File: src/sv/gamepad_serial_poll_responder_core_macros.svh
// Assertion macros shared by the gamepad poll responder.
`ifndef GAMEPAD_SERIAL_POLL_RESPONDER_CORE_MACROS_SVH
`define GAMEPAD_SERIAL_POLL_RESPONDER_CORE_MACROS_SVH

// Checks a property on every rising clock edge outside reset.
`define GSP_ASSERT(label, clk, rstn, prop, msg) \
  label: assert property (@(posedge clk) disable iff (!rstn) prop) else $error(msg);

// Checks that a trigger is followed by a condition in the next cycle.
`define GSP_ASSERT_NEXT(label, clk, rstn, trig, cond, msg) \
  label: assert property (@(posedge clk) disable iff (!rstn) trig |=> cond) else $error(msg);

`endif

File: src/sv/gsp_pkg.sv
// Types, command codes and reply tables of the gamepad poll responder.
package gsp_pkg;

  typedef enum logic [1:0] {
    OP_START = 2'd0,
    OP_BYTE  = 2'd1,
    OP_END   = 2'd2,
    OP_PAD   = 2'd3
  } op_e;

  typedef struct packed {
    op_e        op;
    logic [7:0] data_byte;
    logic [4:0] pad_index;
    logic [7:0] pad_value;
  } item_t;

  typedef struct packed {
    logic [7:0] tx_byte;
    logic [7:0] motor_small_drive;
    logic [7:0] motor_large_drive;
    logic       analog_on;
    logic       config_on;
    logic       mode_lock_on;
    logic       pressure_on;
    logic [7:0] device_id;
    logic [4:0] poll_length;
  } result_t;

  // Host command codes.
  localparam logic [7:0] CMD_ATTR_READ = 8'h40;
  localparam logic [7:0] CMD_CAPS      = 8'h41;
  localparam logic [7:0] CMD_POLL      = 8'h42;
  localparam logic [7:0] CMD_ENTER_CFG = 8'h43;
  localparam logic [7:0] CMD_SET_MODE  = 8'h44;
  localparam logic [7:0] CMD_STATUS    = 8'h45;
  localparam logic [7:0] CMD_CONST_46  = 8'h46;
  localparam logic [7:0] CMD_CONST_47  = 8'h47;
  localparam logic [7:0] CMD_CONST_48  = 8'h48;
  localparam logic [7:0] CMD_CONST_4C  = 8'h4C;
  localparam logic [7:0] CMD_MOTOR_MAP = 8'h4D;
  localparam logic [7:0] CMD_RESP_MASK = 8'h4F;

  // Header and identity bytes.
  localparam logic [7:0] HDR_ADDR     = 8'h01;
  localparam logic [7:0] HDR_MARK     = 8'h5A;
  localparam logic [7:0] IDLE_BYTE    = 8'hFF;
  localparam logic [7:0] ID_CONFIG    = 8'hF3;
  localparam logic [7:0] ID_DIGITAL   = 8'h41;
  localparam logic [7:0] ID_ANALOG    = 8'h73;
  localparam logic [7:0] ID_PRESSURE  = 8'h79;
  localparam int         AttrCount    = 12;

  // Six-byte reply tables, element 0 goes out at position 3.
  localparam logic [5:0][7:0] TBL_CAPS = {8'h00, 8'h00, 8'h00, 8'h03, 8'hFF, 8'hFF};
  localparam logic [5:0][7:0] TBL_46A  = {8'h0A, 8'h00, 8'h02, 8'h01, 8'h00, 8'h00};
  localparam logic [5:0][7:0] TBL_46B  = {8'h14, 8'h01, 8'h01, 8'h01, 8'h00, 8'h00};
  localparam logic [5:0][7:0] TBL_47   = {8'h00, 8'h01, 8'h00, 8'h02, 8'h00, 8'h00};

  // Picks the table byte for positions 3 to 8, zero beyond.
  function automatic logic [7:0] six_pick(input logic [5:0][7:0] t, input logic [7:0] p);
    logic [7:0] r;
    r = 8'h00;
    for (int i = 0; i < 6; i++) begin
      if (p == 8'(i + 3)) r = t[i];
    end
    return r;
  endfunction

endpackage

File: src/sv/gsp_engine.sv
// Protocol state and reply byte logic of the gamepad poll responder.
module gsp_engine #(
  parameter int PRESSURE_BYTES = 12,
  parameter int MAP_BYTES      = 6
) (
  input  logic             clk_i,
  input  logic             rst_ni,
  input  logic             fire_i,
  input  gsp_pkg::item_t   item_i,
  output gsp_pkg::result_t result_o
);

  localparam int         PadCount     = 6 + PRESSURE_BYTES;
  localparam logic [4:0] PollLenPress = 5'(9 + PRESSURE_BYTES);

  logic analog_q, analog_d, lock_q, lock_d, config_q, config_d, pressure_q, pressure_d;
  logic [7:0] pad_q [PadCount];
  logic [7:0] pad_d [PadCount];
  logic [7:0] mmap_q [MAP_BYTES];
  logic [7:0] mmap_d [MAP_BYTES];
  logic [7:0] rmask_q [MAP_BYTES];
  logic [7:0] rmask_d [MAP_BYTES];
  logic [7:0] saved_q [MAP_BYTES];
  logic [7:0] saved_d [MAP_BYTES];
  logic [7:0] stmm_q [MAP_BYTES];
  logic [7:0] stmm_d [MAP_BYTES];
  logic [7:0] strm_q [MAP_BYTES];
  logic [7:0] strm_d [MAP_BYTES];
  logic [1:0] attr_q [gsp_pkg::AttrCount];
  logic [1:0] attr_d [gsp_pkg::AttrCount];
  logic [7:0] small_q, small_d, large_q, large_d, pos_q, pos_d;
  logic       addr_q, addr_d, cfgst_q, cfgst_d;
  logic [7:0] cmd_q, cmd_d, arg_q, arg_d, ntx_q, ntx_d;
  logic [5:0] stf_q, stf_d;

  logic [7:0] rx, dq, pd, pad_at, attr_at, reply, poll_b, cfg_b, saved_at, id_q, id_d;
  logic [7:0] m0, m1, m2;

  // Next state for one accepted transaction.
  always_comb begin
    analog_d = analog_q; lock_d = lock_q; config_d = config_q; pressure_d = pressure_q;
    pad_d = pad_q; mmap_d = mmap_q; rmask_d = rmask_q; saved_d = saved_q;
    stmm_d = stmm_q; strm_d = strm_q; attr_d = attr_q;
    small_d = small_q; large_d = large_q; pos_d = pos_q;
    addr_d = addr_q; cfgst_d = cfgst_q; cmd_d = cmd_q; arg_d = arg_q; stf_d = stf_q;
    rx = item_i.data_byte;
    dq = pos_q - 8'd3;
    m0 = 8'h00; m1 = 8'h00; m2 = 8'h00;
    for (int i = 0; i < MAP_BYTES; i++) begin
      if (i == 0) m0 = strm_q[i];
      if (i == 1) m1 = strm_q[i];
      if (i == 2) m2 = strm_q[i];
    end
    if (fire_i) begin
      case (item_i.op)
        gsp_pkg::OP_START: begin
          pos_d = 8'd0; addr_d = 1'b0; cmd_d = 8'd0; arg_d = 8'd0;
          cfgst_d = config_q; stf_d = 6'd0;
          saved_d = mmap_q; stmm_d = mmap_q; strm_d = rmask_q;
        end
        gsp_pkg::OP_BYTE: begin
          if (pos_q == 8'd3) arg_d = rx;
          if (pos_q == 8'd0) begin
            addr_d = (rx == gsp_pkg::HDR_ADDR);
          end else if (pos_q == 8'd1 && addr_q) begin
            cmd_d = rx;
          end else if (addr_q && pos_q >= 8'd3) begin
            case (cmd_q)
              gsp_pkg::CMD_POLL: begin
                for (int i = 0; i < MAP_BYTES; i++) begin
                  if (dq == 8'(i)) begin
                    if (mmap_q[i] == 8'h00) small_d = (rx == 8'hFF) ? 8'hFF : 8'h00;
                    if (mmap_q[i] == 8'h01) large_d = rx;
                  end
                end
              end
              gsp_pkg::CMD_ENTER_CFG: begin
                if (pos_q == 8'd3) stf_d[1:0] = {rx == 8'h01, 1'b1};
              end
              gsp_pkg::CMD_SET_MODE: begin
                if (pos_q == 8'd3 && rx <= 8'd1) stf_d[3:2] = {rx == 8'h01, 1'b1};
                if (pos_q == 8'd4) stf_d[5:4] = {rx[1:0] == 2'b11, 1'b1};
              end
              gsp_pkg::CMD_MOTOR_MAP: begin
                for (int i = 0; i < MAP_BYTES; i++) begin
                  if (dq == 8'(i)) stmm_d[i] = rx;
                end
              end
              gsp_pkg::CMD_RESP_MASK: begin
                for (int i = 0; i < MAP_BYTES; i++) begin
                  if (dq == 8'(i)) strm_d[i] = rx;
                end
              end
              gsp_pkg::CMD_ATTR_READ: begin
                for (int i = 0; i < gsp_pkg::AttrCount; i++) begin
                  if (pos_q == 8'd4 && arg_q == 8'(i)) attr_d[i] = rx[1:0];
                end
              end
              default: ;
            endcase
          end
          pos_d = (pos_q == 8'hFF) ? pos_q : pos_q + 8'd1;
        end
        gsp_pkg::OP_END: begin
          if (addr_q) begin
            if (cmd_q == gsp_pkg::CMD_MOTOR_MAP && cfgst_q) mmap_d = stmm_q;
            if (cmd_q == gsp_pkg::CMD_RESP_MASK && cfgst_q) begin
              rmask_d = strm_q;
              pressure_d = (m0[7:6] != 2'b00) || (m1 != 8'h00) || (m2[1:0] != 2'b00);
            end
            if (cmd_q == gsp_pkg::CMD_SET_MODE && cfgst_q) begin
              if (stf_q[2]) analog_d = stf_q[3];
              if (stf_q[4]) lock_d = stf_q[5];
              if (!analog_d) pressure_d = 1'b0;
            end
            if (cmd_q == gsp_pkg::CMD_ENTER_CFG && stf_q[0]) config_d = stf_q[1];
          end
          addr_d = 1'b0;
        end
        default: begin
          for (int i = 0; i < PadCount; i++) begin
            if (item_i.pad_index == 5'(i)) pad_d[i] = item_i.pad_value;
          end
        end
      endcase
    end
  end

  // Byte lookups at the new position.
  always_comb begin
    pd = pos_d - 8'd3;
    pad_at = 8'h00;
    saved_at = 8'h00;
    attr_at = 8'hFF;
    for (int i = 0; i < PadCount; i++) begin
      if (pd == 8'(i)) pad_at = pad_q[i];
    end
    for (int i = 0; i < MAP_BYTES; i++) begin
      if (pd == 8'(i)) saved_at = saved_q[i];
    end
    for (int i = 0; i < gsp_pkg::AttrCount; i++) begin
      if (arg_d == 8'(i)) attr_at = {6'd0, attr_d[i]};
    end
  end

  // Poll data byte.
  always_comb begin
    if (pos_d == 8'd3 || pos_d == 8'd4) begin
      poll_b = pad_at;
    end else if (!analog_q) begin
      poll_b = 8'hFF;
    end else if (pos_d >= 8'd5 && pos_d <= 8'd8) begin
      poll_b = pad_at;
    end else if (pressure_q && pos_d >= 8'd9 && pos_d < 8'(9 + PRESSURE_BYTES)) begin
      poll_b = pad_at;
    end else begin
      poll_b = 8'h00;
    end
  end

  // Configuration command reply byte.
  always_comb begin
    cfg_b = 8'h00;
    if (pos_d >= 8'd3) begin
      case (cmd_d)
        gsp_pkg::CMD_ATTR_READ: if (pos_d == 8'd5) cfg_b = attr_at;
        gsp_pkg::CMD_CAPS:      cfg_b = gsp_pkg::six_pick(gsp_pkg::TBL_CAPS, pos_d);
        gsp_pkg::CMD_ENTER_CFG: begin
          if (!cfgst_q) begin
            if (pos_d == 8'd3 || pos_d == 8'd4) cfg_b = pad_at;
            else if (analog_q && pos_d >= 8'd5 && pos_d <= 8'd8) cfg_b = pad_at;
          end
        end
        gsp_pkg::CMD_SET_MODE:  if (pos_d == 8'd5 && arg_d > 8'd1) cfg_b = 8'hFF;
        gsp_pkg::CMD_STATUS:
          cfg_b = gsp_pkg::six_pick({8'h00, 8'h01, 8'h02, {7'd0, analog_q}, 8'h02, 8'h03},
                                    pos_d);
        gsp_pkg::CMD_CONST_46: begin
          if (arg_d == 8'd0) cfg_b = gsp_pkg::six_pick(gsp_pkg::TBL_46A, pos_d);
          else if (arg_d == 8'd1) cfg_b = gsp_pkg::six_pick(gsp_pkg::TBL_46B, pos_d);
        end
        gsp_pkg::CMD_CONST_47:  cfg_b = gsp_pkg::six_pick(gsp_pkg::TBL_47, pos_d);
        gsp_pkg::CMD_CONST_48:  if (pos_d == 8'd7 && arg_d <= 8'd1) cfg_b = 8'h01;
        gsp_pkg::CMD_CONST_4C: begin
          if (pos_d == 8'd6) begin
            if (arg_d == 8'd0) cfg_b = 8'h04;
            else if (arg_d == 8'd1) cfg_b = 8'h07;
          end
        end
        gsp_pkg::CMD_MOTOR_MAP: cfg_b = saved_at;
        gsp_pkg::CMD_RESP_MASK: if (pos_d == 8'd8) cfg_b = gsp_pkg::HDR_MARK;
        default: cfg_b = 8'h00;
      endcase
    end
  end

  // Current identity before and after the transaction.
  assign id_q = config_q ? gsp_pkg::ID_CONFIG :
                (!analog_q ? gsp_pkg::ID_DIGITAL :
                 (pressure_q ? gsp_pkg::ID_PRESSURE : gsp_pkg::ID_ANALOG));
  assign id_d = config_d ? gsp_pkg::ID_CONFIG :
                (!analog_d ? gsp_pkg::ID_DIGITAL :
                 (pressure_d ? gsp_pkg::ID_PRESSURE : gsp_pkg::ID_ANALOG));

  // Reply byte for the next exchange.
  always_comb begin
    if (!addr_d || pos_d == 8'd0) reply = gsp_pkg::IDLE_BYTE;
    else if (pos_d == 8'd1) reply = cfgst_q ? gsp_pkg::ID_CONFIG : id_q;
    else if (pos_d == 8'd2) reply = gsp_pkg::HDR_MARK;
    else if (cmd_d == gsp_pkg::CMD_POLL) reply = poll_b;
    else if (!cfgst_q && cmd_d != gsp_pkg::CMD_ENTER_CFG) reply = 8'h00;
    else reply = cfg_b;
  end

  // Transmit byte register update.
  always_comb begin
    ntx_d = ntx_q;
    if (fire_i) begin
      case (item_i.op)
        gsp_pkg::OP_BYTE: ntx_d = reply;
        gsp_pkg::OP_PAD:  ntx_d = ntx_q;
        default:          ntx_d = gsp_pkg::IDLE_BYTE;
      endcase
    end
  end

  // State registers.
  always_ff @(posedge clk_i or negedge rst_ni) begin
    if (!rst_ni) begin
      analog_q <= 1'b1; lock_q <= 1'b1; config_q <= 1'b0; pressure_q <= 1'b0;
      for (int i = 0; i < PadCount; i++) begin
        pad_q[i] <= (i < 2) ? 8'hFF : ((i < 6) ? 8'h80 : 8'h00);
      end
      for (int i = 0; i < MAP_BYTES; i++) begin
        mmap_q[i] <= 8'hFF;
        rmask_q[i] <= (i == 0) ? 8'h3F : 8'h00;
        saved_q[i] <= 8'h00; stmm_q[i] <= 8'h00; strm_q[i] <= 8'h00;
      end
      for (int i = 0; i < gsp_pkg::AttrCount; i++) attr_q[i] <= 2'd2;
      small_q <= 8'h00; large_q <= 8'h00; pos_q <= 8'h00;
      addr_q <= 1'b0; cfgst_q <= 1'b0; cmd_q <= 8'h00; arg_q <= 8'h00;
      stf_q <= 6'd0; ntx_q <= gsp_pkg::IDLE_BYTE;
    end else begin
      analog_q <= analog_d; lock_q <= lock_d; config_q <= config_d; pressure_q <= pressure_d;
      pad_q <= pad_d; mmap_q <= mmap_d; rmask_q <= rmask_d; saved_q <= saved_d;
      stmm_q <= stmm_d; strm_q <= strm_d; attr_q <= attr_d;
      small_q <= small_d; large_q <= large_d; pos_q <= pos_d;
      addr_q <= addr_d; cfgst_q <= cfgst_d; cmd_q <= cmd_d; arg_q <= arg_d;
      stf_q <= stf_d; ntx_q <= ntx_d;
    end
  end

  // Result of the transaction, taken from the updated state.
  always_comb begin
    result_o.tx_byte           = ntx_d;
    result_o.motor_small_drive = small_d;
    result_o.motor_large_drive = large_d;
    result_o.analog_on         = analog_d;
    result_o.config_on         = config_d;
    result_o.mode_lock_on      = lock_d;
    result_o.pressure_on       = pressure_d;
    result_o.device_id         = id_d;
    result_o.poll_length       = !analog_d ? 5'd5 : (pressure_d ? PollLenPress : 5'd9);
  end

endmodule

File: src/sv/gamepad_serial_poll_responder_core.sv
// Top level of the gamepad poll responder: input register, engine, result register.
//
// The host side presents one protocol event per input transaction: frame
// start, one exchanged byte, frame end, or a pad value write. Each accepted
// transaction yields exactly one result transaction carrying the byte to send
// at the next exchange, the rumble drive levels and the mode flags.
// An accepted transaction sits in the input register; when the engine fires,
// it updates its state and loads the result register together. Throughput is
// one transaction per cycle while the receiver does not stall the result
// register.
// When the receiver stalls, the result register holds its transaction and
// one further input transaction waits in the input register; only then does
// the input stall rise.
// Reset clears both valid flags and puts the engine in its power-up mode:
// analog on, mode lock on, configuration off, neutral pad values.
module gamepad_serial_poll_responder_core #(
  parameter int PRESSURE_BYTES = 12,
  parameter int MAP_BYTES      = 6
) (
  input  logic             clk_i,
  input  logic             rst_ni,
  input  logic             in_valid_i,
  output logic             in_stall_o,
  input  gsp_pkg::item_t   in_item_i,
  output logic             out_valid_o,
  input  logic             out_stall_i,
  output gsp_pkg::result_t out_item_o
);

  `include "gamepad_serial_poll_responder_core_macros.svh"

  logic             in_vld_q;
  gsp_pkg::item_t   in_q;
  logic             out_vld_q;
  gsp_pkg::result_t out_q;
  gsp_pkg::result_t res;
  logic             fire;

  // The engine runs when the result register is free or being emptied.
  assign fire       = in_vld_q && (!out_vld_q || !out_stall_i);
  assign in_stall_o = in_vld_q && !fire;

  gsp_engine #(
    .PRESSURE_BYTES(PRESSURE_BYTES),
    .MAP_BYTES     (MAP_BYTES)
  ) u_engine (
    .clk_i   (clk_i),
    .rst_ni  (rst_ni),
    .fire_i  (fire),
    .item_i  (in_q),
    .result_o(res)
  );

  // Input register.
  always_ff @(posedge clk_i or negedge rst_ni) begin
    if (!rst_ni) begin
      in_vld_q <= 1'b0;
    end else if (!in_stall_o) begin
      in_vld_q <= in_valid_i;
    end
  end

  always_ff @(posedge clk_i) begin
    if (!in_stall_o && in_valid_i) begin
      in_q <= in_item_i;
    end
  end

  // Result register.
  always_ff @(posedge clk_i or negedge rst_ni) begin
    if (!rst_ni) begin
      out_vld_q <= 1'b0;
    end else if (fire) begin
      out_vld_q <= 1'b1;
    end else if (!out_stall_i) begin
      out_vld_q <= 1'b0;
    end
  end

  always_ff @(posedge clk_i) begin
    if (fire) begin
      out_q <= res;
    end
  end

  assign out_valid_o = out_vld_q;
  assign out_item_o  = out_q;

  // Checks on the block's own logic.
  `GSP_ASSERT(a_stall_only_when_full, clk_i, rst_ni, in_stall_o |-> (out_vld_q && out_stall_i), "input stalled while result register free")
  `GSP_ASSERT_NEXT(a_end_idle_byte, clk_i, rst_ni, (fire && in_q.op == gsp_pkg::OP_END), (out_q.tx_byte == gsp_pkg::IDLE_BYTE), "frame end did not reply idle byte")
  `GSP_ASSERT(a_small_motor_level, clk_i, rst_ni, out_vld_q |-> (out_q.motor_small_drive == 8'h00 || out_q.motor_small_drive == 8'hFF), "small motor level not on or off")

endmodule

File: config.mk
export PLATFORM = sky130hd
export DESIGN_NAME = gamepad_serial_poll_responder_core
export DESIGN_NICKNAME = d
export VERILOG_FILES = /design/src/sv/gsp_pkg.sv /design/src/sv/gsp_engine.sv /design/src/sv/gamepad_serial_poll_responder_core.sv
export VERILOG_INCLUDE_DIRS = /design/src /design/src/sv
export SDC_FILE = /design/constraint.sdc
export NUM_CORES = 1
export LEC_CHECK = 0
export ABC_AREA = 1
export BUFFER_PORTS_ARGS = -buffer_cell sky130_fd_sc_hd__buf_2
export CELL_PAD_IN_SITES_DETAIL_PLACEMENT = 1
export CELL_PAD_IN_SITES_GLOBAL_PLACEMENT = 1
export CORE_ASPECT_RATIO = 0.5
export CORE_MARGIN = 5
export CORE_UTILIZATION = 44
export DETAILED_ROUTE_END_ITERATION = 8
export GPL_ROUTABILITY_DRIVEN = 1
export PLACE_DENSITY = 0.8
export SLEW_MARGIN = 30
export SYNTH_ARGS = -nofsm -noshare
export SYNTH_HDL_FRONTEND = slang
export SYNTH_HIERARCHICAL = 1
export SYNTH_SLANG_ARGS = --single-unit
File: constraint.sdc
create_clock -name clk_i -period 8.1 [get_ports clk_i]
set_clock_uncertainty 0.2 [all_clocks]
set_input_delay 0.81 -clock clk_i [delete_from_list [all_inputs] [get_ports clk_i]]
set_output_delay 0.81 -clock clk_i [all_outputs]
set_load 0.05 [all_outputs]
==> results of run 1 <==
[placed cells by master (no fill, tap or decap), types with 6 or more instances in the layout]
cell type	instances
sky130_fd_sc_hd__dfrtp_1	308
sky130_fd_sc_hd__o22ai_1	32
sky130_fd_sc_hd__nor3_1	29
sky130_fd_sc_hd__clkbuf_8	9
sky130_fd_sc_hd__clkbuf_16	46
sky130_fd_sc_hd__nor2_1	212
sky130_fd_sc_hd__o21ai_1	6
sky130_fd_sc_hd__clkinv_2	8
sky130_fd_sc_hd__edfxtp_1	64
sky130_fd_sc_hd__nand2_1	562
sky130_fd_sc_hd__o21ai_0	318
sky130_fd_sc_hd__buf_4	9
sky130_fd_sc_hd__nand3_1	107
sky130_fd_sc_hd__nor4_1	25
sky130_fd_sc_hd__nor2_4	8
sky130_fd_sc_hd__mux2i_1	11
sky130_fd_sc_hd__inv_1	284
sky130_fd_sc_hd__nand2_2	6
sky130_fd_sc_hd__clkbuf_1	10
sky130_fd_sc_hd__or2_2	17
sky130_fd_sc_hd__inv_2	11
sky130_fd_sc_hd__mux2_2	43
sky130_fd_sc_hd__o21a_1	15
sky130_fd_sc_hd__a21oi_1	108
sky130_fd_sc_hd__nor2_2	9
sky130_fd_sc_hd__dfstp_2	90
sky130_fd_sc_hd__buf_2	68
sky130_fd_sc_hd__nand4_1	48
[cell families after synthesis]
kind of cell    after synthesis
flops                       462
other cells                   2
fa+ha+maj                     5
mux                          54
simple gates               1052
compound gates              513
xor+xnor                      1
buf+inv                     383
[power by group]
part           switching [W]  internal, W  leakage, nW
registers           0.000154      0.00262         5.41
clock network       0.000909      0.00115        0.695
logic               0.000649     0.000278         4.77
[flip-flops by register name, summed over array words and instances (netlist names), 2 cells and up]
| signal | cells |
|---|---|
| u_engine/pos_q | 8 |
| out_item_o | 41 |
| in_q | 23 |
| u_engine/mmap_q | 48 |
| u_engine/attr_q | 24 |
| u_engine/saved_q | 48 |
| u_engine/m0 | 2 |
| u_engine/m2 | 2 |
| u_engine/ntx_q | 8 |
| u_engine/m1 | 8 |
| u_engine/rmask_q | 12 |
| u_engine/large_q | 8 |
| u_engine/arg_q | 8 |
| u_engine/small_q | 8 |
| u_engine/stf_q | 6 |
| u_engine/pad_q | 144 |
| u_engine/stmm_q | 48 |
| u_engine/cmd_q | 8 |
[final timing paths]
kind                                       end  slack (ps)  cells after the start
setup reg to reg                out_item_o[40]        2610                     20
setup / recovery                out_item_o[40]        2610                     20
hold reg to reg             u_engine/attr_q[8]         280                      2
max in group asynchronous  u_engine/small_q[5]        5730                      4
min in group asynchronous   u_engine/pad_q[78]         540                      2
hold / removal                         in_q[4]         230                      1
[per-stage QoR]
stage / cell area, um^2 / util [%] / total power, W
2_1_floorplan: 21570 / - / 0.003401
3_3_place_gp: 22470 / 46.34 / 0.003673
3_5_place_dp: 22480 / 46.36 / 0.003721
4_1_cts: 23900 / 49.27 / 0.005797
5_1_grt: 23970 / 49.42 / 0.006051
6_report: 23970 / 49.43 / 0.005766
[routing by layer]
| metal | vias to the layer above | routed length [um] | track usage [%] |
|---|---|---|---|
| met1 | 9059 | 31400 | 36.54 |
| met2 | 459 | 30240 | 38.27 |
| met3 | 89 | 4107 | 4.294 |
| met5 | - | 14 | 0 |
| met4 | 4 | 1218 | 4.733 |
| li1 | 8237 | - | - |
[layout make-up]
type                       instances  share of cell area [%]
clock buffer                      65                   5.476
tap                              649                   3.388
inverter                         297                   4.656
clock inverter                    13                  0.4124
timing repair buffer              83                   2.166
antenna                            1                 0.01044
multi-input combinational       1630                   33.86
sequential                       462                   50.04
==> flow_summary.yaml, run 1 <==
floorplanning:
  core_area_um2: 48500
  design.portCount: 70
  chipWidth_um: 323.1
  die_y_um: 166.5
  start_util_pct: 44.46
  rows: 57
  floorplan.die_area_um2: 53800
clock_network:
  tritoncts_sinks: 462
  clock_tree_from_tritoncts: "yes"
  cts_htree_levels: 2
  cts_setup_buffers: 0
  clkSlewWorstSetupHoldPaths_ps: 70
  clock_latency_ps: 550
  cts_repair_resize_count: 0
  clock_tree.root_cell: "sky130_fd_sc_hd__clkbuf_16"
  cts_made_buffers: 43
  cts-hold-fix-buffers: 0
  cts_buffer_depth: 3
pwr:
  power-per-cell-area_nw_per_um2: 240.6
  leakage_nw: 10.88
  peakVddDrop_uv: 143.7
yosys:
  synth_xor_area_share_pct: 0.04062
  post_synth_and_or_nand_nor_area_fraction_pct: 21.49
  multiplexer_share_of_the_synthesized_area_pct: 2.756
  cell_type_with_the_highest_aggregate_area_in_the_netlist: "sky130_fd_sc_hd__dfrtp_1"
  synth_common_cells: "sky130_fd_sc_hd__nand2_1 (563), sky130_fd_sc_hd__o21ai_0 (318), sky130_fd_sc_hd__dfrtp_1 (308)"
  part_of_the_yosys_area_used_for_sequential_elements_pct: 55.63
  synth_enable_flop_cells: 64
  yosys.cell_types.count: 59
  netlist_area_um2: 21560
  netlist_top_cells_area: "sky130_fd_sc_hd__dfrtp_1 (36%), sky130_fd_sc_hd__dfstp_2 (11%), sky130_fd_sc_hd__nand2_1 (9.8%)"
  yosysTopAreaCellShare_pct: 35.75
  postSynth.topFlopCell: "sky130_fd_sc_hd__dfrtp_1"
  dominant_combinational_cell_family_by_area_after_synthesis: "simple AND/OR/NAND/NOR gates"
  yosys.cell_count.top_type: "sky130_fd_sc_hd__nand2_1"
  synth-seq-cells: 462
  synth_compound_gate_area_share_pct: 12.75
  synth-warning-count: 6
  yosys.area_share.adder_pct: 0.2901
  async_reset_ff_share_pct: 86.15
  post_synth_inst_count: 2472
  synth_area_per_cell_um2: 8.722
setup_path:
  critPathBufInv: 3
  cp_cell_sequence: "a21oi_4 -> inv_2 -> nor2_4 -> nand2_2 -> buf_4 -> nand3_1 -> nand2_1 -> nor2_1 -> nand3_1 -> inv_1 -> nor2_1 -> nor2_1 -> nor2_1 -> nor4_4 -> nand3_1 -> nand2_1 -> nand2_1 -> nand2_1 -> nand2_1 -> a21oi_1"
  cp_slowest_stage_delay_ps: 680
  critPathTopFamily: "simple AND/OR/NAND/NOR gates"
  timing.critical_path.required_ps: 8270
  worstSetupPathType: "flop to flop"
  crit_path_frequent_cell: "sky130_fd_sc_hd__nand2_1"
  crit_path_max_fanout: 103
  cp.arrival_ps: 5670
  critical-path-slowest-cell: "sky130_fd_sc_hd__inv_1"
  critical_path.reg2reg.startpoint: "out_valid_o"
  start_kind: "flop"
  setup_crit_end_kind: "flop"
  crit_path_start: "out_valid_o"
detailed_routing:
  drt_pass1_iterations: 6
  wl_per_cell_um: 20.93
  final_wl_um: 66990
  initialDrtViolationCount: 1676
  via_per_inst: 5.578
  final_antenna_net_count: 0
  routed_vias: 17850
  detail_route.drc_violations: 0
timing:
  fin_tns_setup_ps: 0
  worst_pin_slew_ps: 1027
  timing_max_transition_violations_final: 0
  fin_worst_hold_slack_ps: 229.5
  fin_crit_sh_pct: 67.82
  post-route-worst-setup-slack_ps: 2607
  slew_headroom_pct: 31.25
  setup_viol: 0
  hold_viol_final: 0
  max_freq_ghz: 0.1820
  post-route-min-period_ps: 5493
  rsz0062_at_grt: "no"
final_layout:
  share_of_final_layout_standard_cells_stronger_than_drive_strength_1_pct: 14.16
  num-nets-final: 2549
  layout_overhead_on_the_synthesized_area_pct: 11.17
  regArea_um2: 11990
  stdcell_count: 3200
  fillCellCount: 5730
  multi_input_comb_area_um2: 8115
job:
  timing.max_cap.violations: 0
global_route:
  global_route.usage.total_pct: 24.57
  grt_start_max_net_pins: 163
  antenna_found_initial: 3
  grt_remaining_overflow: 0
  grt_pass1_vias: 18190
  grt_first_pass_wirelength_um: 105300
min_path:
  timing.hold.worst.start: "in_item_i[4]"
  hp-class: "primary input to flop"
place:
  post-place-ws_ps: 2340
  finalWeightedCongestion: 0.8822
  hpwl_um: 47330
  dpl.cell_count: 3118
  portBuffers: 69
outcome:
  outcome: "finished, final reports clean"
Note: power is estimated with default switching activity, not from simulation.
==> inputs of run 2 (changes only) <==
Clock period 8.1 ns to 5.1 ns, I/O delays scaled along.
==> flow_summary.yaml, run 2 (synthesis gave the netlist of run 1 again) <==
final_layout:
  stdcell_count: 3241
  share_of_final_layout_standard_cells_stronger_than_drive_strength_1_pct: 14.47
  layout.cells.most_common_list: "sky130_fd_sc_hd__nand2_1 (562), sky130_fd_sc_hd__o21ai_0 (318), sky130_fd_sc_hd__dfrtp_1 (308)"
  num-nets-final: 2590
  layout.cells.most_common: "sky130_fd_sc_hd__nand2_1"
  layout_overhead_on_the_synthesized_area_pct: 12.53
  post-route-cell-area_um2: 24260
  utilization_pct: 50.03
  largest_register_ffs: 144
  registers.top_by_ff_count: "u_engine/pad_q"
min_path:
  min_delay_path_depth: 3
  timing.hold.worst.start: "out_stall_i"
  hp-class: "primary input to flop"
  hold_path_end: "out_valid_o"
clock_network:
  cts_made_buffers: 43
  clock_latency_ps: 560
  cts_repair_resize_count: 0
  clock_tree_from_tritoncts: "yes"
  cts_buffer_depth: 3
  cts_htree_levels: 2
  clkSlewWorstSetupHoldPaths_ps: 70
  tritoncts_sinks: 462
  clock_tree.root_cell: "sky130_fd_sc_hd__clkbuf_16"
job:
  timing.max_cap.violations: 0
global_route:
  grt_start_max_net_pins: 103
  global_route.usage.total_pct: 25.83
  grt_remaining_overflow: 0
  grt_pass1_vias: 18890
  antenna_found_initial: 2
  grt_first_pass_wirelength_um: 110000
place:
  portBuffers: 69
  placedInstanceArea_um2: 22660
  dpl.cell_count: 3137
  hpwl_um: 48330
  finalWeightedCongestion: 0.9219
detailed_routing:
  final_wl_um: 70120
  via_per_inst: 5.603
  final_antenna_net_count: 0
  detail_route.drc_violations: 0
  drt_pass1_iterations: 6
  routed_vias: 18160
  wl_per_cell_um: 21.63
  initialDrtViolationCount: 1523
timing:
  fin_crit_sh_pct: 91.37
  setup_viol: 0
  slew_headroom_pct: 31.76
  worst_pin_slew_ps: 1024
  rsz0062_at_grt: "no"
  timing_max_transition_violations_final: 0
  post-route-min-period_ps: 4660
  hold_viol_final: 0
  max_freq_ghz: 0.2146
  fin_tns_setup_ps: 0
  fin_worst_hold_slack_ps: 33.89
setup_path:
  critical-path-slowest-cell: "sky130_fd_sc_hd__nor2_2"
  start_kind: "flop"
  worstRegToRegCells: 25
  worstSetupPathType: "flop to flop"
  rrSetupSlack_ps: 440
  crit_path_frequent_cell: "sky130_fd_sc_hd__nand2_1"
  cp_slowest_stage_delay_ps: 760
  timing.critical_path.required_ps: 5270
  crit-reg2reg-capture: "out_item_o[40]"
  critPathTopFamily: "simple AND/OR/NAND/NOR gates"
  critPathBufInv: 2
  critical_path.reg2reg.startpoint: "out_valid_o"
  crit_path_max_fanout: 17
  setup_crit_end_kind: "flop"
  cp.arrival_ps: 4830
floorplanning:
  floorplan.die_area_um2: 53800
  rows: 57
  die_y_um: 166.5
  start_util_pct: 44.46
  chipWidth_um: 323.1
  core_area_um2: 48500
  design.portCount: 70
pwr:
  power-per-cell-area_nw_per_um2: 377.5
  leakage_nw: 11.03
  peakVddDrop_uv: 210.1
outcome:
  outcome: "finished, final reports clean"
## run 2: repair_timing
| action | 4_1_cts | 5_1_grt |
|---|---|---|
| buffers inserted | 0 | 0 |
| hold buffers | 25 | 0 |
| hold endpoints to repair | 86 | 0 |
| endpoints found under the setup margin | 0 | 0 |
## run 2: tightest hold or removal path: stages
cell and delay (ps):
sky130_fd_sc_hd__buf_2 130, sky130_fd_sc_hd__nand2_1 60, sky130_fd_sc_hd__nand2_1 40
## run 2: cell type report
type	instances	area [um^2]
inverters	297	1116
repair buffers	124	868.3
clock inverters	14	72.57
clock buffers	64	1275
diodes	1	2.502
flip-flops and latches	462	11990
fillers	5698	24230
multi-input cells	1630	8124
well taps	649	812.0
## run 2: where the power goes
part | internal, W | switching (W) | total, W
clock network | 0.00173 | 0.00145 | 0.00318
registers | 0.00417 | 0.000279 | 0.00444
logic | 0.000462 | 0.00108 | 0.00154
## run 2: worst max-delay path by stage
| stage | startpoint | end | slack [ps] | cells past startpoint |
|---|---|---|---|---|
| after floorplan | out_valid_o | out_item_o[39] | 110 | 29 |
| after global placement | out_stall_i | out_item_o[40] | 540 | 29 |
| after detailed placement | out_stall_i | out_item_o[40] | 310 | 29 |
| after CTS | out_valid_o | out_item_o[40] | 450 | 28 |
| after global routing | out_valid_o | out_item_o[37] | 40 | 28 |
| final | out_valid_o | out_item_o[40] | 440 | 25 |
## run 2: metrics by stage
stage / setup slack (ps) / total power (W)
3_3_place_gp: 535.1 / 0.005910
3_5_place_dp: 306.8 / 0.005977
2_1_floorplan: 110.9 / 0.005401
5_1_grt: 37.36 / 0.009598
6_report: 440.2 / 0.009159
4_1_cts: 452.4 / 0.009189
## run 2: routing by layer
layer | up-vias | track usage [%] | routed length [um]
met3 | 124 | 5.288 | 4602
li1 | 8311 | - | -
met1 | 9184 | 36.00 | 31190
met2 | 537 | 41.46 | 32460
met5 | - | 0 | 16
met4 | 2 | 6.977 | 1848
